[src/hrp_pkg.sv]
// Shared types and constants for the hold-repeat paging block.
// No dependencies.
`default_nettype none

package hrp_pkg;

   localparam int TIME_WIDTH_DEFAULT = 32;
   localparam int CSR_DATA_WIDTH     = 16;
   localparam int PAGE_WIDTH         = 8;

   typedef logic [1:0] dir_type;
   localparam dir_type DIR_NONE     = 2'd0;
   localparam dir_type DIR_FORWARD  = 2'd1;
   localparam dir_type DIR_BACKWARD = 2'd2;
   localparam dir_type DIR_INVALID  = 2'd3;

   typedef logic [0:0] csr_index_type;
   localparam csr_index_type CSR_ENTER_HOLD_TIME  = 1'd0;
   localparam csr_index_type CSR_REPEAT_PAGE_STEP = 1'd1;

   localparam logic [15:0] ENTER_HOLD_RESET  = 16'd500;
   localparam logic [7:0]  REPEAT_STEP_RESET = 8'd10;

   // hold-time tiers and the repeat interval that goes with each
   localparam logic [15:0] HELD_TIER_1 = 16'd5000;
   localparam logic [15:0] HELD_TIER_2 = 16'd10000;
   localparam logic [15:0] HELD_TIER_3 = 16'd20000;
   localparam logic [8:0]  INTERVAL_0  = 9'd360;
   localparam logic [8:0]  INTERVAL_1  = 9'd300;
   localparam logic [8:0]  INTERVAL_2  = 9'd240;
   localparam logic [8:0]  INTERVAL_3  = 9'd200;

   typedef struct packed {
      logic    pending;
      logic    active;
      dir_type dir;
   } flags_type;

   typedef struct packed {
      logic                  turn;
      dir_type               dir;
      logic [PAGE_WIDTH-1:0] pages;
   } result_type;

endpackage

`default_nettype wire

[src/hrp_step.sv]
// Next-state and result logic for one button sample.
// Depends on hrp_pkg.
`default_nettype none

module hrp_step #(
   parameter int TIME_WIDTH = hrp_pkg::TIME_WIDTH_DEFAULT
) (
   input  hrp_pkg::flags_type       cur_flags,
   input  logic [TIME_WIDTH-1:0]    cur_last,
   input  logic                     press_edge,
   input  logic                     release_edge,
   input  logic                     button_down,
   input  hrp_pkg::dir_type         press_direction,
   input  logic [TIME_WIDTH-1:0]    held_time,
   input  logic [TIME_WIDTH-1:0]    now_time,
   input  logic [15:0]              enter_hold_time,
   input  logic [hrp_pkg::PAGE_WIDTH-1:0] repeat_page_step,
   output hrp_pkg::flags_type       next_flags,
   output logic [TIME_WIDTH-1:0]    next_last,
   output hrp_pkg::result_type      result
);
   import hrp_pkg::*;

   dir_type               dir;
   logic [8:0]            interval;
   logic [TIME_WIDTH-1:0] elapsed;
   logic [PAGE_WIDTH-1:0] step;
   result_type            repeat_res;

   always_comb begin
      if (held_time < TIME_WIDTH'(HELD_TIER_1)) begin
         interval = INTERVAL_0;
      end else if (held_time < TIME_WIDTH'(HELD_TIER_2)) begin
         interval = INTERVAL_1;
      end else if (held_time < TIME_WIDTH'(HELD_TIER_3)) begin
         interval = INTERVAL_2;
      end else begin
         interval = INTERVAL_3;
      end
   end

   assign dir     = (press_direction == DIR_INVALID) ? DIR_NONE : press_direction;
   assign elapsed = now_time - cur_last;
   assign step    = (repeat_page_step == '0) ? PAGE_WIDTH'(1) : repeat_page_step;

   always_comb begin
      repeat_res.turn  = 1'b1;
      repeat_res.dir   = cur_flags.dir;
      repeat_res.pages = step;
   end

   always_comb begin
      next_flags = cur_flags;
      next_last  = cur_last;
      result     = '0;
      if (press_edge && !cur_flags.pending && !cur_flags.active && dir != DIR_NONE) begin
         next_flags.pending = 1'b1;
         next_flags.dir     = dir;
      end else if (dir != cur_flags.dir) begin
         // direction mismatch: ignore sample
      end else if (release_edge || !button_down) begin
         next_flags = '0;
         next_last  = '0;
         if (cur_flags.pending && !cur_flags.active) begin
            result.turn  = 1'b1;
            result.dir   = cur_flags.dir;
            result.pages = PAGE_WIDTH'(1);
         end
      end else if (cur_flags.pending && held_time >= TIME_WIDTH'(enter_hold_time)) begin
         next_flags.pending = 1'b0;
         next_flags.active  = 1'b1;
         next_last          = now_time;
         result             = repeat_res;
      end else if (!cur_flags.active) begin
         // idle, or armed and still short of the entry time
      end else if (elapsed >= TIME_WIDTH'(interval)) begin
         next_last = now_time;
         result    = repeat_res;
      end
   end

endmodule

`default_nettype wire

[src/hold_repeat_paging_fsm_core.sv]
// Top level of the hold-repeat paging block: input register, step logic, result register.
// Depends on hrp_pkg and hrp_step.
//
//   channel  direction  handshake           payload
//   req      in         req_valid/req_stall press, release, down, direction, held, now
//   rsp      out        rsp_valid/rsp_stall turn_page, turn_direction, pages_to_move
//   csr      in         csr_write_enable    csr_index, csr_write_data
//
// One request per cycle while req_stall is low; results follow in request order.
// The state update and result computation sit between the input and result registers.
// rsp_stall backs up through the result register to req_stall in the same cycle.
// reset (synchronous) clears state and both valid flags and sets the CSRs to defaults.
`default_nettype none

module hold_repeat_paging_fsm_core #(
   parameter int TIME_WIDTH = hrp_pkg::TIME_WIDTH_DEFAULT
) (
   input  logic                     clock,
   input  logic                     reset,
   input  logic                     req_valid,
   output logic                     req_stall,
   input  logic                     req_press_edge,
   input  logic                     req_release_edge,
   input  logic                     req_button_down,
   input  logic [1:0]               req_press_direction,
   input  logic [31:0]              req_held_time,
   input  logic [31:0]              req_now_time,
   output logic                     rsp_valid,
   input  logic                     rsp_stall,
   output logic                     rsp_turn_page,
   output logic [1:0]               rsp_turn_direction,
   output logic [7:0]               rsp_pages_to_move,
   input  logic                     csr_write_enable,
   input  hrp_pkg::csr_index_type   csr_index,
   input  logic [hrp_pkg::CSR_DATA_WIDTH-1:0] csr_write_data
);
   import hrp_pkg::*;

   logic [15:0]           enter_hold_time_ff;
   logic [PAGE_WIDTH-1:0] repeat_step_ff;

   logic        in_valid_ff, in_valid_in;
   logic        press_ff, release_ff, down_ff;
   dir_type     dir_ff;
   logic [31:0] held_ff, now_ff;

   flags_type             flags_ff;
   flags_type             flags_in;
   logic [TIME_WIDTH-1:0] last_ff, last_in;

   logic       rsp_valid_ff, rsp_valid_in;
   result_type rsp_ff, rsp_in;

   logic [TIME_WIDTH+31:0] held_wide, now_wide;
   logic                   accept, advance;

   assign advance   = in_valid_ff && (!rsp_valid_ff || !rsp_stall);
   assign req_stall = in_valid_ff && !advance;
   assign accept    = req_valid && !req_stall;

   assign in_valid_in  = accept || (in_valid_ff && !advance);
   assign rsp_valid_in = advance || (rsp_valid_ff && rsp_stall);

   // fit the 32-bit sample times to the internal time width
   assign held_wide = {{TIME_WIDTH{1'b0}}, held_ff};
   assign now_wide  = {{TIME_WIDTH{1'b0}}, now_ff};

   hrp_step #(
      .TIME_WIDTH (TIME_WIDTH)
   ) u_step (
      .cur_flags        (flags_ff),
      .cur_last         (last_ff),
      .press_edge       (press_ff),
      .release_edge     (release_ff),
      .button_down      (down_ff),
      .press_direction  (dir_ff),
      .held_time        (held_wide[TIME_WIDTH-1:0]),
      .now_time         (now_wide[TIME_WIDTH-1:0]),
      .enter_hold_time  (enter_hold_time_ff),
      .repeat_page_step (repeat_step_ff),
      .next_flags       (flags_in),
      .next_last        (last_in),
      .result           (rsp_in)
   );

   always_ff @(posedge clock) begin
      if (reset) begin
         enter_hold_time_ff <= ENTER_HOLD_RESET;
         repeat_step_ff     <= REPEAT_STEP_RESET;
      end else if (csr_write_enable) begin
         case (csr_index)
            CSR_ENTER_HOLD_TIME:  enter_hold_time_ff <= csr_write_data[15:0];
            CSR_REPEAT_PAGE_STEP: repeat_step_ff     <= csr_write_data[PAGE_WIDTH-1:0];
            default: ;
         endcase
      end
   end

   always_ff @(posedge clock) begin
      if (reset) begin
         in_valid_ff  <= 1'b0;
         rsp_valid_ff <= 1'b0;
         flags_ff     <= '0;
         last_ff      <= '0;
      end else begin
         in_valid_ff  <= in_valid_in;
         rsp_valid_ff <= rsp_valid_in;
         if (advance) begin
            flags_ff <= flags_in;
            last_ff  <= last_in;
         end
      end
   end

   always_ff @(posedge clock) begin
      if (accept) begin
         press_ff   <= req_press_edge;
         release_ff <= req_release_edge;
         down_ff    <= req_button_down;
         dir_ff     <= req_press_direction;
         held_ff    <= req_held_time;
         now_ff     <= req_now_time;
      end
      if (advance) begin
         rsp_ff <= rsp_in;
      end
   end

   assign rsp_valid          = rsp_valid_ff;
   assign rsp_turn_page      = rsp_ff.turn;
   assign rsp_turn_direction = rsp_ff.dir;
   assign rsp_pages_to_move  = rsp_ff.pages;

endmodule

`default_nettype wire

[config.mk]
export PLATFORM = sky130hd
export DESIGN_NAME = hold_repeat_paging_fsm_core
export DESIGN_NICKNAME = d
export VERILOG_FILES = /design/src/hrp_pkg.sv /design/src/hrp_step.sv /design/src/hold_repeat_paging_fsm_core.sv
export SDC_FILE = /design/constraint.sdc
export NUM_CORES = 1
export LEC_CHECK = 0
export BUFFER_PORTS_ARGS = -buffer_cell sky130_fd_sc_hd__buf_2
export CORE_AREA = 2 2 128 130
export DETAILED_ROUTE_END_ITERATION = 10
export DIE_AREA = 0 0 130 132
export GPL_TIMING_DRIVEN = 0
export PLACE_DENSITY = 0.76
export SETUP_SLACK_MARGIN = 0.3
export SYNTH_ARGS = -nofsm -noshare
export SYNTH_HDL_FRONTEND = slang
export SYNTH_HIERARCHICAL = 1
export SYNTH_SLANG_ARGS = --single-unit
[constraint.sdc]
create_clock -name clock -period 4.32 [get_ports clock]
set_input_delay 0.216 -clock clock [delete_from_list [all_inputs] [get_ports clock]]
set_output_delay 0.216 -clock clock [all_outputs]
set_load 0.005 [all_outputs]
## Word level (Yosys, flattened, before mapping)

Cells that the tools add are included.

- Flip-flop bits (word level): 142
- Output and inout bits: 13
- Input port bits: 91

- Add/subtract/negate cells: 1
- Bitwise operators: 3
- Multiplexer cells: 20
- Equality and inequality tests: 3
- Reductions and logical operators: 34
- Magnitude comparators: 5

Operator list:

| operator | number |
|---|---|
| $mux 32 | 4 |
| $mux 11 | 5 |
| $ge 32x16->1 | 1 |
| $ge 32x9->1 | 1 |
| $lt 32x13->1 const B | 1 |
| $lt 32x14->1 const B | 1 |
| $lt 32x15->1 const B | 1 |
| $sub 32x32->32 | 1 |
| $mux 9 | 2 |
| $mux 2 | 5 |
| $logic_and 1x1->1 | 9 |
| $reduce_bool 3->1 | 3 |
| $logic_not 8->1 | 1 |
| $mux 8 | 1 |
| $logic_not 1->1 | 7 |
| $mux 6 | 1 |
| $reduce_and 3->1 | 2 |
| $reduce_bool 2->1 | 3 |
| $reduce_and 5->1 | 1 |
| $logic_or 1x1->1 | 4 |
| $mux 4 | 1 |
| $reduce_and 2->1 | 2 |
| $reduce_and 4->1 | 1 |
| $not 1->1 | 3 |
| other kinds (5) | 5 |

## Longest topological paths before layout

- Depth after elaboration: 9
- Gate-level depth with buffers: 23
- Depth with buffers taken out: 21

## Cells and area by module

The synthesis kept the hierarchy.

By module, submodules not included:

| module | times used | area each (um2) | cells each | sequential area each (um2) |
|---|---|---|---|---|
| hold_repeat_paging_fsm_core | 1 | 4750.8 | 353 | 3643.5 |
| hrp_step | 1 | 3474.6 | 527 | 0.0 |

## Worst setup path after synthesis

Ideal clock, no wire load.

- Path type: reg-to-reg
- From: register now_ff[0]
- To: register last_ff[18]
- Required time: 4.177 ns
- Library setup time: 0.143 ns
- Arrival: 4.192 ns
- Slack: -0.016 ns
- Cell stages (with the launch flop): 23
- Cell sequence: edfxtp_1 -> inv_1 -> ha_1 -> fa_1 -> nand2b_1 -> a21oi_1 -> nor2_1 -> o21ai_0 -> xor2_1 -> ha_1 -> nor4_1 -> o2111ai_1 -> nor4_1 -> o2111ai_1 -> nor4_1 -> nand4_1 -> o41a_1 -> and3_4 -> buf_6 -> buf_6 -> a22o_1 -> nand2_2 -> a21oi_2

- Word-level cells in the longest chain between the ends: 4

RTL lines:

| what | line | source |
|---|---|---|
| from (decl) | hold_repeat_paging_fsm_core.sv:45 | `logic [31:0] held_ff, now_ff;` |
| from (signal assigned) | hold_repeat_paging_fsm_core.sv:122 | `now_ff <= req_now_time;` |
| $sub 32x32->32 | hrp_step.sv:43 | `assign elapsed = now_time - cur_last;` |
| $ge 32x9->1 | hrp_step.sv:76 | `end else if (elapsed >= TIME_WIDTH'(interval)) begin` |
| $reduce_bool 3->1 (no source line) | -- |  |
| $reduce_and 5->1 (no source line) | -- |  |
| to (signal assigned) | hold_repeat_paging_fsm_core.sv:110 | `last_ff <= last_in;` |
| to (decl) | hold_repeat_paging_fsm_core.sv:49 | `logic [TIME_WIDTH-1:0] last_ff, last_in;` |

Every way passes these cells.
A chain may end at the register's enable or synchronous reset.

## Final worst setup path

- From: register now_ff[0]
- To: register last_ff[21]

The elaborated chain is that of the path after synthesis.

==> impl_metrics.env <==
export IMPL_violations="negative setup slack"
export IMPL_power_density_mw_per_mm2=334
export IMPL_synth_area_mm2=0.00823
export IMPL_fin_crit_sh=1.02
export IMPL_dr_first_iter_drc_count=443
export IMPL_worstSetupPathType="flop to flop"
export IMPL_grt_pass1_vias=7324
export IMPL_synth_seq_area_share=0.443
export IMPL_multiInputGateArea_mm2=0.00429
export IMPL_worst_ep_arrival_time_ps=4680
export IMPL_synth_seq_cells=142
export IMPL_pin_count=104
export IMPL_setup_viol_count_final=29
export IMPL_synthesis_nets=1028
export IMPL_hold_path_class="input port to flop"
export IMPL_avgRoutedWirePerCell_um=16.0
export IMPL_fp_dieH_um=132
export IMPL_grt_max_degree=31
export IMPL_globalplace_congestion=0.897
export IMPL_critPathMaxFanout=10
export IMPL_nets=1254
export IMPL_first_pass_iters=5
export IMPL_worst_clock_skew_ps=8.89
export IMPL_layout_common_cells="nand2_1, buf_2, edfxtp_1"
export IMPL_finalHoldWorstSlack_ps=25.1
export IMPL_end_kind="flop"
export IMPL_fillers=1177
export IMPL_layout_min_cycle_time_ps=4390
export IMPL_synth_flop_cell="edfxtp_1"
export IMPL_h_tree_depth=4
export IMPL_cts_num_sinks=142
export IMPL_ys_async_sr_fraction=0
export IMPL_cts_reportedPaths_clkPinSlew_ps=70
export IMPL_synth_top_area_share=0.292
export IMPL_rsz0062_at_grt="true"
export IMPL_drive_gt1_frac=0.248
export IMPL_ys_types=70
export IMPL_hold_violations=0
export IMPL_rows=46
export IMPL_die_area_mm2=0.0172
export IMPL_gr_total_overflow=0
export IMPL_n_antenna_cell=0
export IMPL_core_mm2=0.0157
export IMPL_initial_core_util=0.523
export IMPL_ant_nets=0
export IMPL_slew_viol_final=0
export IMPL_synth_top_cell_by_area="edfxtp_1"
export IMPL_cts_root_buffer="clkbuf_16"
export IMPL_grt_usage=0.252
export IMPL_routed_wl_um=21300
export IMPL_cts_buffers=17
export IMPL_grt_pass1_wl_um=34600
export IMPL_seqCellArea_mm2=0.00365
export IMPL_syn_inst=880
export IMPL_portBuffers=102
export IMPL_clk_latency_ps=430
export IMPL_area_growth_pct=32.0
export IMPL_synth_avg_cell_area_um2=9.35
export IMPL_viasPerCell=5.51
export IMPL_slew_headroom=0.488
export IMPL_worst_slew_pin_slew_ps=767
export IMPL_num_vias=7358
export IMPL_final_setup_worst_slack_ps=-74.0
export IMPL_vdd_drop_max_mv=0.327
export IMPL_place_hpwl_um=14000
export IMPL_route_detailed_drc=0
export IMPL_antenna_found_initial=0
export IMPL_power_leakage_nw=4.21
export IMPL_maxCapViolations=0
export IMPL_cts_tree="built"
export IMPL_dieWidth_um=130
export IMPL_final_common_cell="nand2_1"
export IMPL_yosys_warnings=6
export IMPL_finalSetupTns_ps=-1160
export IMPL_startpoint_type="flop"
export IMPL_synth_enable_flop_cells=80
export IMPL_synth_area_top_cells="edfxtp_1, dfxtp_1, ha_1"
export IMPL_clockBufferDepth=2
export IMPL_cp_required_ps=4610
export IMPL_status="complete, but fails checks"
export IMPL_fmax_ghz=0.228
through the flow:
stage               power, mW   util  instances  setup slack [ps]  instance area (um2)
floorplan                1.83      -        880               274                 8260
global placement         1.96  0.575       1198              -531                 9040
finish                   3.62  0.691       1335             -74.0                10900
global route             3.76  0.691       1335              -285                10900
detailed placement       1.97  0.578       1200              -575                 9080
CTS                      3.61  0.683       1326              58.0                10700
path summary, 6_finish.rpt:
check	end	slack, ps	start	cells after the start
min reg2reg	enter_hold_time_ff[12]$_SDFFE_PP0P_	470	enter_hold_time_ff[12]$_SDFFE_PP0P_	2
min	repeat_step_ff[3]$_SDFFE_PP1P_	30	csr_write_data[3]	3
max	last_ff[21]$_SDFFE_PP0P_	-70	now_ff[0]$_DFFE_PP_	22
max reg2reg	last_ff[21]$_SDFFE_PP0P_	-70	now_ff[0]$_DFFE_PP_	22
routing by layer:
metal	track usage	routed length, um	share of wire	vias up
met5	0	0	0	-
met4	0.0920	528	0.025	0
met3	0.0552	974	0.046	46
met2	0.441	10700	0.50	223
met1	0.302	9160	0.43	3460
li1	-	-	-	3629
cells in the mapped netlist, drive strengths merged (3+ instances only):
library cell  count
o211ai            5
nor2b             8
and2             11
a21o             13
and3              8
xnor2            12
nor3              8
nor4             14
a21oi           103
o22ai             5
edfxtp           80
o21ai            30
ha               56
nand2b            6
nor2             38
o2111ai           5
a211oi            9
nand4            12
a31oi             3
a2111oi           5
clkbuf           16
inv              65
xor2              5
nand2           165
a22o             32
o221ai            3
dfxtp            62
nand3b            9
o21a             11
nand3            23
buf              24
or2               3
sequential cells by signal, indices dropped and copies added, names as in the netlist:
register            cells
flags_ff                4
dir_ff                  2
rsp_valid               1
repeat_step_ff          8
held_ff                32
last_ff                32
press_ff                1
down_ff                 1
rsp_turn_page           1
rsp_turn_direction      2
rsp_pages_to_move       8
in_valid_ff             1
enter_hold_time_ff     16
release_ff              1
now_ff                 32
repair_timing:
action / CTS / global route
endpoints found under the hold margin: 71 / 0
endpoints found under the setup margin: 43 / 43
hold buffers: 71 / 0
gates cloned: 0 / 0
setup buffers: 23 / 9
pin swaps: 26 / 18
resized for setup: 33 / 10
power by group:
group / internal, mW / switching [mW] / leakage (nW) / total (mW)
clock: 0.932 / 0.645 / 0.304 / 1.58
sequential: 1.49 / 0.0359 / 1.29 / 1.52
combinational: 0.237 / 0.285 / 2.62 / 0.521
total: 2.66 / 0.965 / 4.21 / 3.62
layout make-up:
type,instances,share of cell area
clock inverters,15,0.0183
plain buffers,40,0.0236
well taps,216,0.0249
repair buffers,207,0.140
flip-flops and latches,142,0.336
inverters,65,0.0236
clock buffers,17,0.0392
multi-input cells,633,0.395
kinds of logic after synthesis:
family,after synthesis,synth area share
compound gates,244,0.211
xor+xnor,17,0.0181
fa+ha+maj,57,0.0876
buf+inv,105,0.0596
flops,142,0.443
mux,4,0.00517
simple gates,311,0.176
worst max-delay path, cell delays in order, from the launching register on:
cell	delay, ps
edfxtp_1	360
inv_2	60
ha_4	160
fa_2	350
nand2b_4	170
a21oi_4	180
nor2_4	70
o21ai_2	150
xor2_1	90
ha_2	200
nor4_2	210
o2111ai_1	140
nor4_1	200
o2111ai_1	160
nor4_1	290
nand4_1	150
o41a_1	510
and3_4	230
buf_8	130
buf_8	130
a22o_1	210
nand2_2	60
a21oi_2	40
No activity file was read; power rests on OpenSTA's default activity.
